--- src/hw/rtl/paired_length_histogram_unit_assert.svh ---
// Assertion macros used by the back end of the histogram unit.
`ifndef PAIRED_LENGTH_HISTOGRAM_UNIT_ASSERT_SVH
`define PAIRED_LENGTH_HISTOGRAM_UNIT_ASSERT_SVH

// The consequent must hold in the same cycle as the antecedent.
`define PLH_ASSERT_SAME(label, clk, rst_n, ante, cons, msg) \
    label: assert property (@(posedge clk) disable iff (!rst_n) (ante) |-> (cons)) \
        else $error(msg);

// The consequent must hold in the cycle after the antecedent.
`define PLH_ASSERT_NEXT(label, clk, rst_n, ante, cons, msg) \
    label: assert property (@(posedge clk) disable iff (!rst_n) (ante) |=> (cons)) \
        else $error(msg);

`endif

--- src/hw/rtl/plh_pkg.sv ---
`default_nettype none

package plh_pkg;

    localparam int BIN_COUNT   = 1024;
    localparam int COUNT_WIDTH = 32;
    localparam int BIN_W       = $clog2(BIN_COUNT);
    localparam int LEN_W       = 16;
    localparam int IDX_W       = 10;
    localparam int ACTION_W    = 2;
    localparam int OUT_COUNT_W = 32;
    localparam int TOTAL_W     = 40;
    localparam int QUEUE_DEPTH = 2;
    localparam int QPTR_W      = $clog2(QUEUE_DEPTH);
    localparam int QCNT_W      = $clog2(QUEUE_DEPTH + 1);

    localparam logic [LEN_W-1:0]    TOP_BIN   = LEN_W'(BIN_COUNT - 1);
    localparam logic [TOTAL_W-1:0]  TOTAL_MAX = '1;
    localparam logic [ACTION_W-1:0] ACT_SINGLE = 2'd0;
    localparam logic [ACTION_W-1:0] ACT_PAIR   = 2'd1;

    typedef logic [BIN_W-1:0]       bin_t;
    typedef logic [COUNT_WIDTH-1:0] count_t;

    typedef enum logic [1:0] {
        KIND_SINGLE,
        KIND_PAIR,
        KIND_QUERY
    } kind_t;

    typedef struct packed {
        kind_t             kind;
        bin_t              bin_first;
        bin_t              bin_second;
        logic [LEN_W-1:0]  item_longest;
        logic              clamped;
    } job_t;

    typedef struct packed {
        logic clearing;
    } status_t;

    typedef enum logic [1:0] {
        ST_CLEAR,
        ST_IDLE,
        ST_UPDATE
    } state_t;

    function automatic logic [OUT_COUNT_W-1:0] report(input count_t c);
        logic [63:0] w;
        w = 64'(c);
        if (w > 64'hFFFF_FFFF)
        begin
            return '1;
        end
        return w[OUT_COUNT_W-1:0];
    endfunction

    function automatic logic is_over(input logic [LEN_W-1:0] v);
        return v > TOP_BIN;
    endfunction

    function automatic bin_t to_bin(input logic [LEN_W-1:0] v);
        return is_over(v) ? TOP_BIN[BIN_W-1:0] : v[BIN_W-1:0];
    endfunction

endpackage

`default_nettype wire

--- src/hw/rtl/plh_queue.sv ---
`default_nettype none

module plh_queue import plh_pkg::*; (
    input  logic clk,
    input  logic rst_n,
    input  logic push,
    input  job_t push_job,
    output logic full,
    input  logic pop,
    output job_t head,
    output logic empty
);

    job_t              entries_reg [QUEUE_DEPTH];
    logic [QPTR_W-1:0] wr_ptr_reg;
    logic [QPTR_W-1:0] wr_ptr_next;
    logic [QPTR_W-1:0] rd_ptr_reg;
    logic [QPTR_W-1:0] rd_ptr_next;
    logic [QCNT_W-1:0] count_reg;
    logic [QCNT_W-1:0] count_next;

    assign full  = count_reg == QCNT_W'(QUEUE_DEPTH);
    assign empty = count_reg == '0;
    assign head  = entries_reg[rd_ptr_reg];

    always_comb
    begin
        wr_ptr_next = push ? QPTR_W'(wr_ptr_reg + 1'b1) : wr_ptr_reg;
        rd_ptr_next = pop ? QPTR_W'(rd_ptr_reg + 1'b1) : rd_ptr_reg;
        count_next  = count_reg;
        if (push && !pop)
        begin
            count_next = QCNT_W'(count_reg + 1'b1);
        end
        else if (pop && !push)
        begin
            count_next = QCNT_W'(count_reg - 1'b1);
        end
    end

    always_ff @(posedge clk or negedge rst_n)
    begin
        if (!rst_n)
        begin
            wr_ptr_reg <= '0;
            rd_ptr_reg <= '0;
            count_reg  <= '0;
        end
        else
        begin
            wr_ptr_reg <= wr_ptr_next;
            rd_ptr_reg <= rd_ptr_next;
            count_reg  <= count_next;
        end
    end

    always_ff @(posedge clk)
    begin
        if (push)
        begin
            entries_reg[wr_ptr_reg] <= push_job;
        end
    end

endmodule

`default_nettype wire

--- config.mk ---
export PLATFORM = sky130hd
export DESIGN_NAME = plh_queue
export DESIGN_NICKNAME = d
export VERILOG_FILES = /design/src/hw/rtl/paired_length_histogram_unit_assert.svh /design/src/hw/rtl/plh_pkg.sv /design/src/hw/rtl/plh_queue.sv
export SDC_FILE = /design/constraint.sdc
export NUM_CORES = 1
export LEC_CHECK = 0
export BUFFER_PORTS_ARGS = -buffer_cell sky130_fd_sc_hd__buf_2
export CAP_MARGIN = 20
export CORE_MARGIN = 2
export CORE_UTILIZATION = 40
export CTS_CLUSTER_SIZE = 24
export DETAILED_ROUTE_END_ITERATION = 12
export SETUP_SLACK_MARGIN = 0.02
export SLEW_MARGIN = 20
export SYNTH_ARGS = -nofsm -noshare
export SYNTH_HDL_FRONTEND = slang
export SYNTH_SLANG_ARGS = --single-unit
--- constraint.sdc ---
create_clock -name clk -period 3.13 [get_ports clk]
set_input_delay 0.313 -clock clk [delete_from_list [all_inputs] [get_ports clk]]
set_output_delay 0.313 -clock clk [all_outputs]
set_load 0.02 [all_outputs]
==> out/results.ini <==
[drt]
drt_wl_total_um = 4680
ant_nets = 0
drtPass1Iterations = 3
drc_errors = 0
via_count = 1514
drt-initial-drc-count = 81
via_per_inst = 4.55
detail_route.wl_per_cell_um = 14.0

[grt]
grt_pass1_wl_um = 7500
grt_pass1_vias = 1626
antenna_found_initial = 0
grtUsageTotal_pct = 12.2
grt_overflow = 0
grt_start_max_net_pins = 41

[timing]
report.final.slew_viol_count = 0
worst_pin_slew_ns = 0.976
rsz0062_at_grt = false
fmax_ghz = 0.450
fin_ws_ns = 0.907
setup_violations = 0
relSlewSlack_pct = 35.0
tns_ns = 0
layout_worst_path_cycle_share_pct = 71.0
fin_worst_skew_ns = 0.00604
hold_viol_final = 0
fin_crit_ns = 2.22

[finish]
area_growth_pct = 22.4
final_cell_mix = buf_2, edfxtp_1, mux2_2, clkbuf_8, xor2_1
drive_gt1_share_pct = 58.5
layout.cells.most_common = buf_2
n_antenna_cell = 0
fillers = 655
nNetsFinal = 273
largest_reg_flops = 78

[cts]
post_cts_buffers = 0
path_clk_slew_ns = 0.07
cts_buffers = 9
root_buffer = clkbuf_8
cts_tree = done
worstSkewPairLatency_ns = 0.33
cts_resized = 0
holdBufCountCts = 1
cts.sinks = 82
cts_max_level = 3
clock_path_buffers = 2

[min_path]
min_to = entries_reg[1][20]
worstHoldPathType = input pin to register
hold_depth = 1
min_from = push_job[20]

[logic_synthesis]
ys_types = 11
yosysSeqAreaShare_pct = 81.1
synth.net_count = 181
synth_warnings = 0
ys_ff_latch = 82
netlist_instances = 137
syn_avg_cell_area_um2 = 22.0
synthesis.area_um2 = 3010

[die]
die_y_um = 90.8
initial_core_util_pct = 41.3
die_w_um = 90.8
die-area_um2 = 8240
io_pins = 84
rows = 31
coreArea_um2 = 7290

[run_status]
outcome = complete, no violations

[pwr]
ir_worst_vdd_mv = 0.399
p_leak_nw = 1.40
powerDensity_nw_per_um2 = 872

[setup_path]
worstPathArrival_ns = 1.91
r2r_slack_ns = 1.48
critPathLaunchType = register
cp-end-kind = primary output
worstPathRequired_ns = 2.82
slowest_stage = dfrtp_2
r2r_end = entries_reg[1][33]
path_cells = mux2_2 -> buf_2
rr_startpoint = wr_ptr_reg
crit_type = register to primary output
slowest_delay_ns = 0.97
cp_max_fo = 40
ff2ff_path_depth = 1

[placed_design]
place_ws_ns = 1.21
dp_hpwl_um = 3010
portBuffers = 83
place.gp.congestion = 0.657

[run]
drv_cap = 0

[cells by family (layout without fill, tap and decap cells)]
family                   count (synthesis)  in the layout  synth area share [%]
flip-flops                              82             82                  81.1
multiplexers                            39             39                  14.6
XOR/XNOR                                 5              5                  1.45
AND/OR/NAND/NOR                          5              5                 0.872
buffers and inverters                    5            102                  1.62
adder cells (fa/ha/maj)                  1              1                 0.415
[where the power goes]
group	internal (mW)	switching (mW)	total [mW]
clock network	0.278	0.331	0.608
registers	1.46	0.161	1.62
logic	0.430	0.557	0.987
[critical path: cells and delay by family, from the launching register on]
| kind | cells | cell delay, ns |
|---|---|---|
| buffers and inverters | 1 | 0.16 |
| flip-flops | 1 | 0.97 |
| multiplexers | 1 | 0.43 |
[worst max-delay path by stage]
stage	start	to	slack, ns	depth (start not counted)
3_5_place_dp	rd_ptr_reg	head[16]	1.21	2
3_3_place_gp	rd_ptr_reg	head[16]	1.22	2
5_1_grt	rd_ptr_reg	head[0]	0.79	2
2_1_floorplan	wr_ptr_reg	entries_reg[0][0]	0.54	1
6_report	rd_ptr_reg	head[0]	0.91	2
4_1_cts	rd_ptr_reg	head[16]	0.85	2
[through the flow]
stage / hold slack (ns) / instances / area [µm²] / power [mW] / utilization, %
after floorplan: 0.0174 / 137 / 3010 / 2.36 / -
after global placement: 0.121 / 316 / 3520 / 2.65 / 48.3
after detailed placement: 0.127 / 316 / 3520 / 2.66 / 48.3
after CTS: 0.144 / 333 / 3690 / 3.27 / 50.6
after global routing: 0.144 / 333 / 3690 / 3.39 / 50.6
final: 0.161 / 333 / 3690 / 3.22 / 50.6
[synth_stat cells, drive strengths merged]
| cell | instances | area share [%] |
|---|---|---|
| edfxtp | 78 | 78 |
| mux2 | 39 | 15 |
| buf | 4 | 1.5 |
| dfrtp | 4 | 3.3 |
| xor2 | 4 | 1.2 |
| nor2 | 2 | 0.25 |
| nor2b | 2 | 0.42 |
| and2 | 1 | 0.21 |
| ha | 1 | 0.42 |
| inv | 1 | 0.12 |
| xnor2 | 1 | 0.29 |
[layer usage]
layer	part of all wire [%]	global-route usage, %
met5	0	0
met1	40	13.6
met2	52	20.8
met4	2.4	6.44
met3	6.0	3.84
[final cells by class]
cell class	instances	area, µm²	area share [%]
clock buffers	11	131	3.56
clock inverters	5	21.3	0.577
inverters	1	3.75	0.102
multi-input cells	50	531	14.4
flip-flops and latches	82	2440	66.3
well taps	99	124	3.36
repair buffers	85	433	11.7
(Power assumes the default switching activity.)
