File: src/hw/rtl/paired_length_histogram_unit_assert.svh
// Assertion macros used by the back end of the histogram unit.
`ifndef PAIRED_LENGTH_HISTOGRAM_UNIT_ASSERT_SVH
`define PAIRED_LENGTH_HISTOGRAM_UNIT_ASSERT_SVH

// The consequent must hold in the same cycle as the antecedent.
`define PLH_ASSERT_SAME(label, clk, rst_n, ante, cons, msg) \
    label: assert property (@(posedge clk) disable iff (!rst_n) (ante) |-> (cons)) \
        else $error(msg);

// The consequent must hold in the cycle after the antecedent.
`define PLH_ASSERT_NEXT(label, clk, rst_n, ante, cons, msg) \
    label: assert property (@(posedge clk) disable iff (!rst_n) (ante) |=> (cons)) \
        else $error(msg);

`endif

File: src/hw/rtl/plh_pkg.sv
`default_nettype none

package plh_pkg;

    localparam int BIN_COUNT   = 1024;
    localparam int COUNT_WIDTH = 32;
    localparam int BIN_W       = $clog2(BIN_COUNT);
    localparam int LEN_W       = 16;
    localparam int IDX_W       = 10;
    localparam int ACTION_W    = 2;
    localparam int OUT_COUNT_W = 32;
    localparam int TOTAL_W     = 40;
    localparam int QUEUE_DEPTH = 2;
    localparam int QPTR_W      = $clog2(QUEUE_DEPTH);
    localparam int QCNT_W      = $clog2(QUEUE_DEPTH + 1);

    localparam logic [LEN_W-1:0]    TOP_BIN   = LEN_W'(BIN_COUNT - 1);
    localparam logic [TOTAL_W-1:0]  TOTAL_MAX = '1;
    localparam logic [ACTION_W-1:0] ACT_SINGLE = 2'd0;
    localparam logic [ACTION_W-1:0] ACT_PAIR   = 2'd1;

    typedef logic [BIN_W-1:0]       bin_t;
    typedef logic [COUNT_WIDTH-1:0] count_t;

    typedef enum logic [1:0] {
        KIND_SINGLE,
        KIND_PAIR,
        KIND_QUERY
    } kind_t;

    typedef struct packed {
        kind_t             kind;
        bin_t              bin_first;
        bin_t              bin_second;
        logic [LEN_W-1:0]  item_longest;
        logic              clamped;
    } job_t;

    typedef struct packed {
        logic clearing;
    } status_t;

    typedef enum logic [1:0] {
        ST_CLEAR,
        ST_IDLE,
        ST_UPDATE
    } state_t;

    function automatic logic [OUT_COUNT_W-1:0] report(input count_t c);
        logic [63:0] w;
        w = 64'(c);
        if (w > 64'hFFFF_FFFF)
        begin
            return '1;
        end
        return w[OUT_COUNT_W-1:0];
    endfunction

    function automatic logic is_over(input logic [LEN_W-1:0] v);
        return v > TOP_BIN;
    endfunction

    function automatic bin_t to_bin(input logic [LEN_W-1:0] v);
        return is_over(v) ? TOP_BIN[BIN_W-1:0] : v[BIN_W-1:0];
    endfunction

endpackage

`default_nettype wire

File: src/hw/rtl/plh_item_if.sv
`default_nettype none

interface plh_item_if import plh_pkg::*; ();
    logic                valid;
    logic                ready;
    logic [ACTION_W-1:0] action;
    logic [LEN_W-1:0]    length_first;
    logic [LEN_W-1:0]    length_second;
    logic [IDX_W-1:0]    bin_index;

    modport source (output valid, action, length_first, length_second, bin_index,
                    input ready);
    modport sink (input valid, action, length_first, length_second, bin_index,
                  output ready);
endinterface

`default_nettype wire

File: src/hw/rtl/plh_front.sv
`default_nettype none

module plh_front import plh_pkg::*; (
    input  logic            clk,
    input  logic            rst_n,
    plh_item_if.sink        items,
    input  status_t         status,
    input  logic            full,
    output logic            push,
    output job_t            push_job
);

    logic job_valid_reg;
    logic job_valid_next;
    job_t job_reg;
    job_t job_next;
    logic accept;

    assign items.ready = !status.clearing && (!job_valid_reg || !full);
    assign accept      = items.valid && items.ready;
    assign push        = job_valid_reg && !full;
    assign push_job    = job_reg;

    always_comb
    begin
        job_next = job_reg;
        unique case (items.action)
            ACT_SINGLE:
            begin
                job_next.kind         = KIND_SINGLE;
                job_next.bin_first    = to_bin(items.length_first);
                job_next.bin_second   = to_bin(items.length_first);
                job_next.item_longest = items.length_first;
                job_next.clamped      = is_over(items.length_first);
            end
            ACT_PAIR:
            begin
                job_next.kind         = KIND_PAIR;
                job_next.bin_first    = to_bin(items.length_first);
                job_next.bin_second   = to_bin(items.length_second);
                job_next.item_longest = (items.length_first > items.length_second) ?
                                        items.length_first : items.length_second;
                job_next.clamped      = is_over(items.length_first) ||
                                        is_over(items.length_second);
            end
            default:
            begin
                job_next.kind         = KIND_QUERY;
                job_next.bin_first    = to_bin(LEN_W'(items.bin_index));
                job_next.bin_second   = to_bin(LEN_W'(items.bin_index));
                job_next.item_longest = '0;
                job_next.clamped      = is_over(LEN_W'(items.bin_index));
            end
        endcase
    end

    always_comb
    begin
        job_valid_next = job_valid_reg;
        if (accept)
        begin
            job_valid_next = 1'b1;
        end
        else if (push)
        begin
            job_valid_next = 1'b0;
        end
    end

    always_ff @(posedge clk or negedge rst_n)
    begin
        if (!rst_n)
        begin
            job_valid_reg <= 1'b0;
        end
        else
        begin
            job_valid_reg <= job_valid_next;
        end
    end

    always_ff @(posedge clk)
    begin
        if (accept)
        begin
            job_reg <= job_next;
        end
    end

endmodule

`default_nettype wire

File: src/flat_wrapper.sv
// flat-port wrapper written by rule: the top's interface ports become plain ports
module plh_front_flat import plh_pkg::*;
  (clk, rst_n, status, full, push, push_job, items_valid, items_action, items_length_first, items_length_second, items_bin_index, items_ready);
  plh_item_if items_i ();
  input  logic clk;
  input  logic rst_n;
  input  status_t status;
  input  logic full;
  output logic push;
  output job_t push_job;
  input wire logic [$bits(items_i.valid)-1:0] items_valid;
  input wire logic [$bits(items_i.action)-1:0] items_action;
  input wire logic [$bits(items_i.length_first)-1:0] items_length_first;
  input wire logic [$bits(items_i.length_second)-1:0] items_length_second;
  input wire logic [$bits(items_i.bin_index)-1:0] items_bin_index;
  output wire logic [$bits(items_i.ready)-1:0] items_ready;
  assign items_i.valid = items_valid;
  assign items_i.action = items_action;
  assign items_i.length_first = items_length_first;
  assign items_i.length_second = items_length_second;
  assign items_i.bin_index = items_bin_index;
  assign items_ready = items_i.ready;
  plh_front u_core (.clk(clk), .rst_n(rst_n), .items(items_i), .status(status), .full(full), .push(push), .push_job(push_job));
endmodule
File: config.mk
export PLATFORM = sky130hd
export DESIGN_NAME = plh_front_flat
export DESIGN_NICKNAME = d
export VERILOG_FILES = /design/src/hw/rtl/paired_length_histogram_unit_assert.svh /design/src/hw/rtl/plh_pkg.sv /design/src/hw/rtl/plh_item_if.sv /design/src/hw/rtl/plh_front.sv /design/src/flat_wrapper.sv
export SDC_FILE = /design/constraint.sdc
export NUM_CORES = 1
export LEC_CHECK = 0
export BUFFER_PORTS_ARGS = -buffer_cell sky130_fd_sc_hd__buf_4
export CAP_MARGIN = 0
export CORE_MARGIN = 3
export CORE_UTILIZATION = 48
export DETAILED_ROUTE_END_ITERATION = 6
export PLACE_DENSITY = 0.77
export SYNTH_ARGS = -nofsm -noshare
export SYNTH_HDL_FRONTEND = slang
export SYNTH_SLANG_ARGS = --single-unit
File: constraint.sdc
create_clock -name clk -period 2.3 [get_ports clk]
set_input_delay 0 -clock clk [delete_from_list [all_inputs] [get_ports clk]]
set_output_delay 0 -clock clk [all_outputs]
set_load 0.01 [all_outputs]
==> results_dict.tcl <==
set metrics [dict create \
    finalWorstPathRequiredPeriod_ns 1.88 \
    ir_drop_uv 315 \
    wl_um 5330 \
    synth_register_bits 40 \
    die_w_um 73.1 \
    syn_avg_cell_area_um2 12.2 \
    synthDominantAreaCellType "sky130_fd_sc_hd__edfxtp_1" \
    rows 23 \
    finalWorstSetupSlack_ns 0.417 \
    yosys.area_share.adder_pct 9.26 \
    ys_top_cells_by_area "sky130_fd_sc_hd__edfxtp_1, sky130_fd_sc_hd__ha_1, sky130_fd_sc_hd__inv_1" \
    sw_frac_of_total_pct 24.0 \
    cts_tree "done" \
    num-fill-cells 317 \
    vias_per_cell 5.43 \
    preCtsSetupSlack_ns 0.165 \
    clkTransAtPathRegs_ns 0.08 \
    path_buf_inv 2 \
    syn_inst 177 \
    post_cts_resize_count 0 \
    cp.required_ns 2.46 \
    clk_path_buf_depth 2 \
    htree_num_levels 2 \
    final.period_utilization_pct 81.9 \
    dr_total_vias 1750 \
    globalRoute.totalOverflow 0 \
    layout-drive-gt1-share_pct 41.2 \
    fp.dieArea_um2 5350 \
    post_layout_nonfiller_instances 322 \
    seq_power_share_pct 48.5 \
    class_of_the_tightest_hold_or_removal_check "in2reg" \
    worstPathCellList "buf_4 > inv_1 > ha_1 > and2_4 > a221oi_2 > o2bb2ai_2 > nor3_1 > o21a_1 > a22o_2" \
    cp_data_arrival_time_ns 2.05 \
    area_growth_from_synthesis_to_layout_pct 39.4 \
    synth.top_cell.area_share_pct 54.2 \
    critPathCaptureType "flop" \
    post_synthesis_mux_area_share_pct 0 \
    hp-start "items_length_second[1]" \
    wire_length_of_the_first_global_routing_pass_um 8280 \
    worst_slew_pin_slew_ns 0.739 \
    pwr_density_cell_nw_per_um2 584 \
    synth_area_in_compound_gates_pct 19.3 \
    distinct_cell_type_count_after_synthesis 32 \
    number_of_port_buffers 89 \
    grt_antenna_before_repair 0 \
    synth_sequential_area_ratio_pct 55.3 \
    critical_path_peak_fanout 16 \
    grt_pass1_vias 1767 \
    outcome "finished, final reports clean" \
    power_frac_clock_pct 32.6 \
    start_util_pct 51.8 \
    worstSkewPairLatency_ns 0.30 \
    largest_reg_flops 39 \
    p_comb_share_pct 18.9 \
    maxCapViolCount 0 \
    drt_drc_violations_left 0 \
    regToRegSetupSlack_ns 0.75 \
    area_share_of_xor_xnor_cells_in_the_synthesized_design_pct 0 \
    placed_cells 311 \
    drt_pass1_iterations 4 \
    grt_setup_unrepaired "false" \
    leakage_nw 1.33 \
    worst_path_dominant_cell_family "compound AO/OA/AOI/OAI gates" \
    finish.instance_area_um2 3010 \
    worst_setup_path_start_kind "input pin" \
    num_io_pins 90 \
    coreArea_um2 4170 \
    setup-violations-final 0 \
    postSynthNetCount 242 \
    timing.final.hold_violations 0 \
    routedWlPerCell_um 16.6 \
    synth_simple_gate_area_share_pct 9.84 \
    design.final.nets 336 \
    power_report.internal_total_mw 1.34 \
    hold-worst-slack_ns 0.00818 \
    dpl-instance-area_um2 2870 \
    finClkSkew_ns 0.00588 \
    dominant_combinational_cell_family_by_area_after_synthesis "compound AO/OA/AOI/OAI gates" \
    fin_tns_setup_ns 0 \
    worst-setup-path-type "in2reg" \
    initialDrtViolationCount 78 \
    register_area_um2 1200 \
    r2r-start "u_core.job_valid_reg" \
    place_hpwl_um 3910 \
    mappedNetlistArea_um2 2160 \
    clock_sinks 40 \
    finalMaxSlewViolations 0 \
    global_route.usage.total_pct 20.0 \
    die_y_um 73.1 \
    worst_path_largest_cell_delay_ns 0.57 \
    timing.fmax_mhz 531 \
    clk_root_buffer_cell "sky130_fd_sc_hd__clkbuf_8" \
    p_switching_mw 0.423 \
    critical-path-slowest-cell "sky130_fd_sc_hd__o21a_1" \
    grt_start_max_net_pins 41 \
    cts_inserted_buffers 5 \
    multiInputGateArea_um2 832 \
    crit_start "items_length_second[7]" \
    gp_congestion 0.827 \
    slew_headroom_pct 50.6 \
    antenna_cells_inserted 0 \
    yosysWarningCount 0 \
    final_antenna_net_count 0 \
]
synth_stat cells, drive strengths merged:
cell      n
nand2     4
a211oi    1
o21a      1
nor4b     1
o211ai    1
o21ai     2
nor3     11
nand3     1
o22a     10
inv      26
ha       16
dfrtp     1
and2      3
a221oi    1
edfxtp   39
a22o     16
nor2      6
and4      2
nand4     3
buf       2
o2bb2ai   1
nor2b     3
a21oi    18
nor4      1
a21o      2
clkbuf    5
path summary, 6_finish.rpt:
path | to | depth (start not counted)
max reg2reg | u_core.push_job[13] | 3
max in group asynchronous | u_core.job_valid_reg | 2
min reg2reg | u_core.job_valid_reg | 1
min | u_core.push_job[2] | 2
max | u_core.push_job[15] | 9
min in group asynchronous | u_core.job_valid_reg | 2
metrics by stage:
step                power [mW]  utilization (%)
floorplan                 1.03                -
global placement          1.19             68.8
detailed placement        1.20             68.8
CTS                       1.77             72.2
global route              1.83             72.2
finish                    1.76             72.2
layout make-up:
| type | count | share of cell area (%) |
|---|---|---|
| timing repair buffer | 94 | 23.7 |
| multi-input combinational | 104 | 27.6 |
| clock buffer | 5 | 2.28 |
| tap | 50 | 2.08 |
| clock inverter | 3 | 1.41 |
| sequential | 40 | 39.7 |
| inverter | 26 | 3.24 |
power groups by stage:
stage               Clock [mW]  Combinational [mW]  Sequential (mW)
global route             0.612               0.363            0.857
CTS                      0.579               0.334            0.854
floorplan                    0               0.146            0.887
detailed placement           0               0.328            0.870
global placement             0               0.321            0.869
finish                   0.573               0.333            0.853
logic make-up (layout without fill, tap and decap cells):
kind of cell | count (synthesis) | count (layout)
simple gates | 35 | 35
fa+ha+maj | 16 | 16
compound gates | 53 | 53
buf+inv | 33 | 128
flops | 40 | 40
cell usage in the layout, fill, tap and decap left out, types with 5 or more instances in the layout:
cell type                  instances
sky130_fd_sc_hd__edfxtp_1         39
sky130_fd_sc_hd__ha_1             16
sky130_fd_sc_hd__a22o_1           11
sky130_fd_sc_hd__clkbuf_8          5
sky130_fd_sc_hd__a21oi_1          17
sky130_fd_sc_hd__nor3_1           11
sky130_fd_sc_hd__a22o_2            5
sky130_fd_sc_hd__buf_4            91
sky130_fd_sc_hd__o22a_1           10
sky130_fd_sc_hd__inv_1            26
sky130_fd_sc_hd__nor2_1            6
what timing repair did:
action                    in CTS  in global routing
setup buffers                  0                  0
hold buffers                   3                  0
hold endpoints to repair       3                  0
routing by layer:
layer	track usage [%]	wire [um]	up-vias
li1	-	-	855
met1	24.3	2170	826
met2	35.2	2690	64
met3	5.10	433	5
met4	5.33	41	0
met5	0	0	-
(Power assumes the default switching activity.)
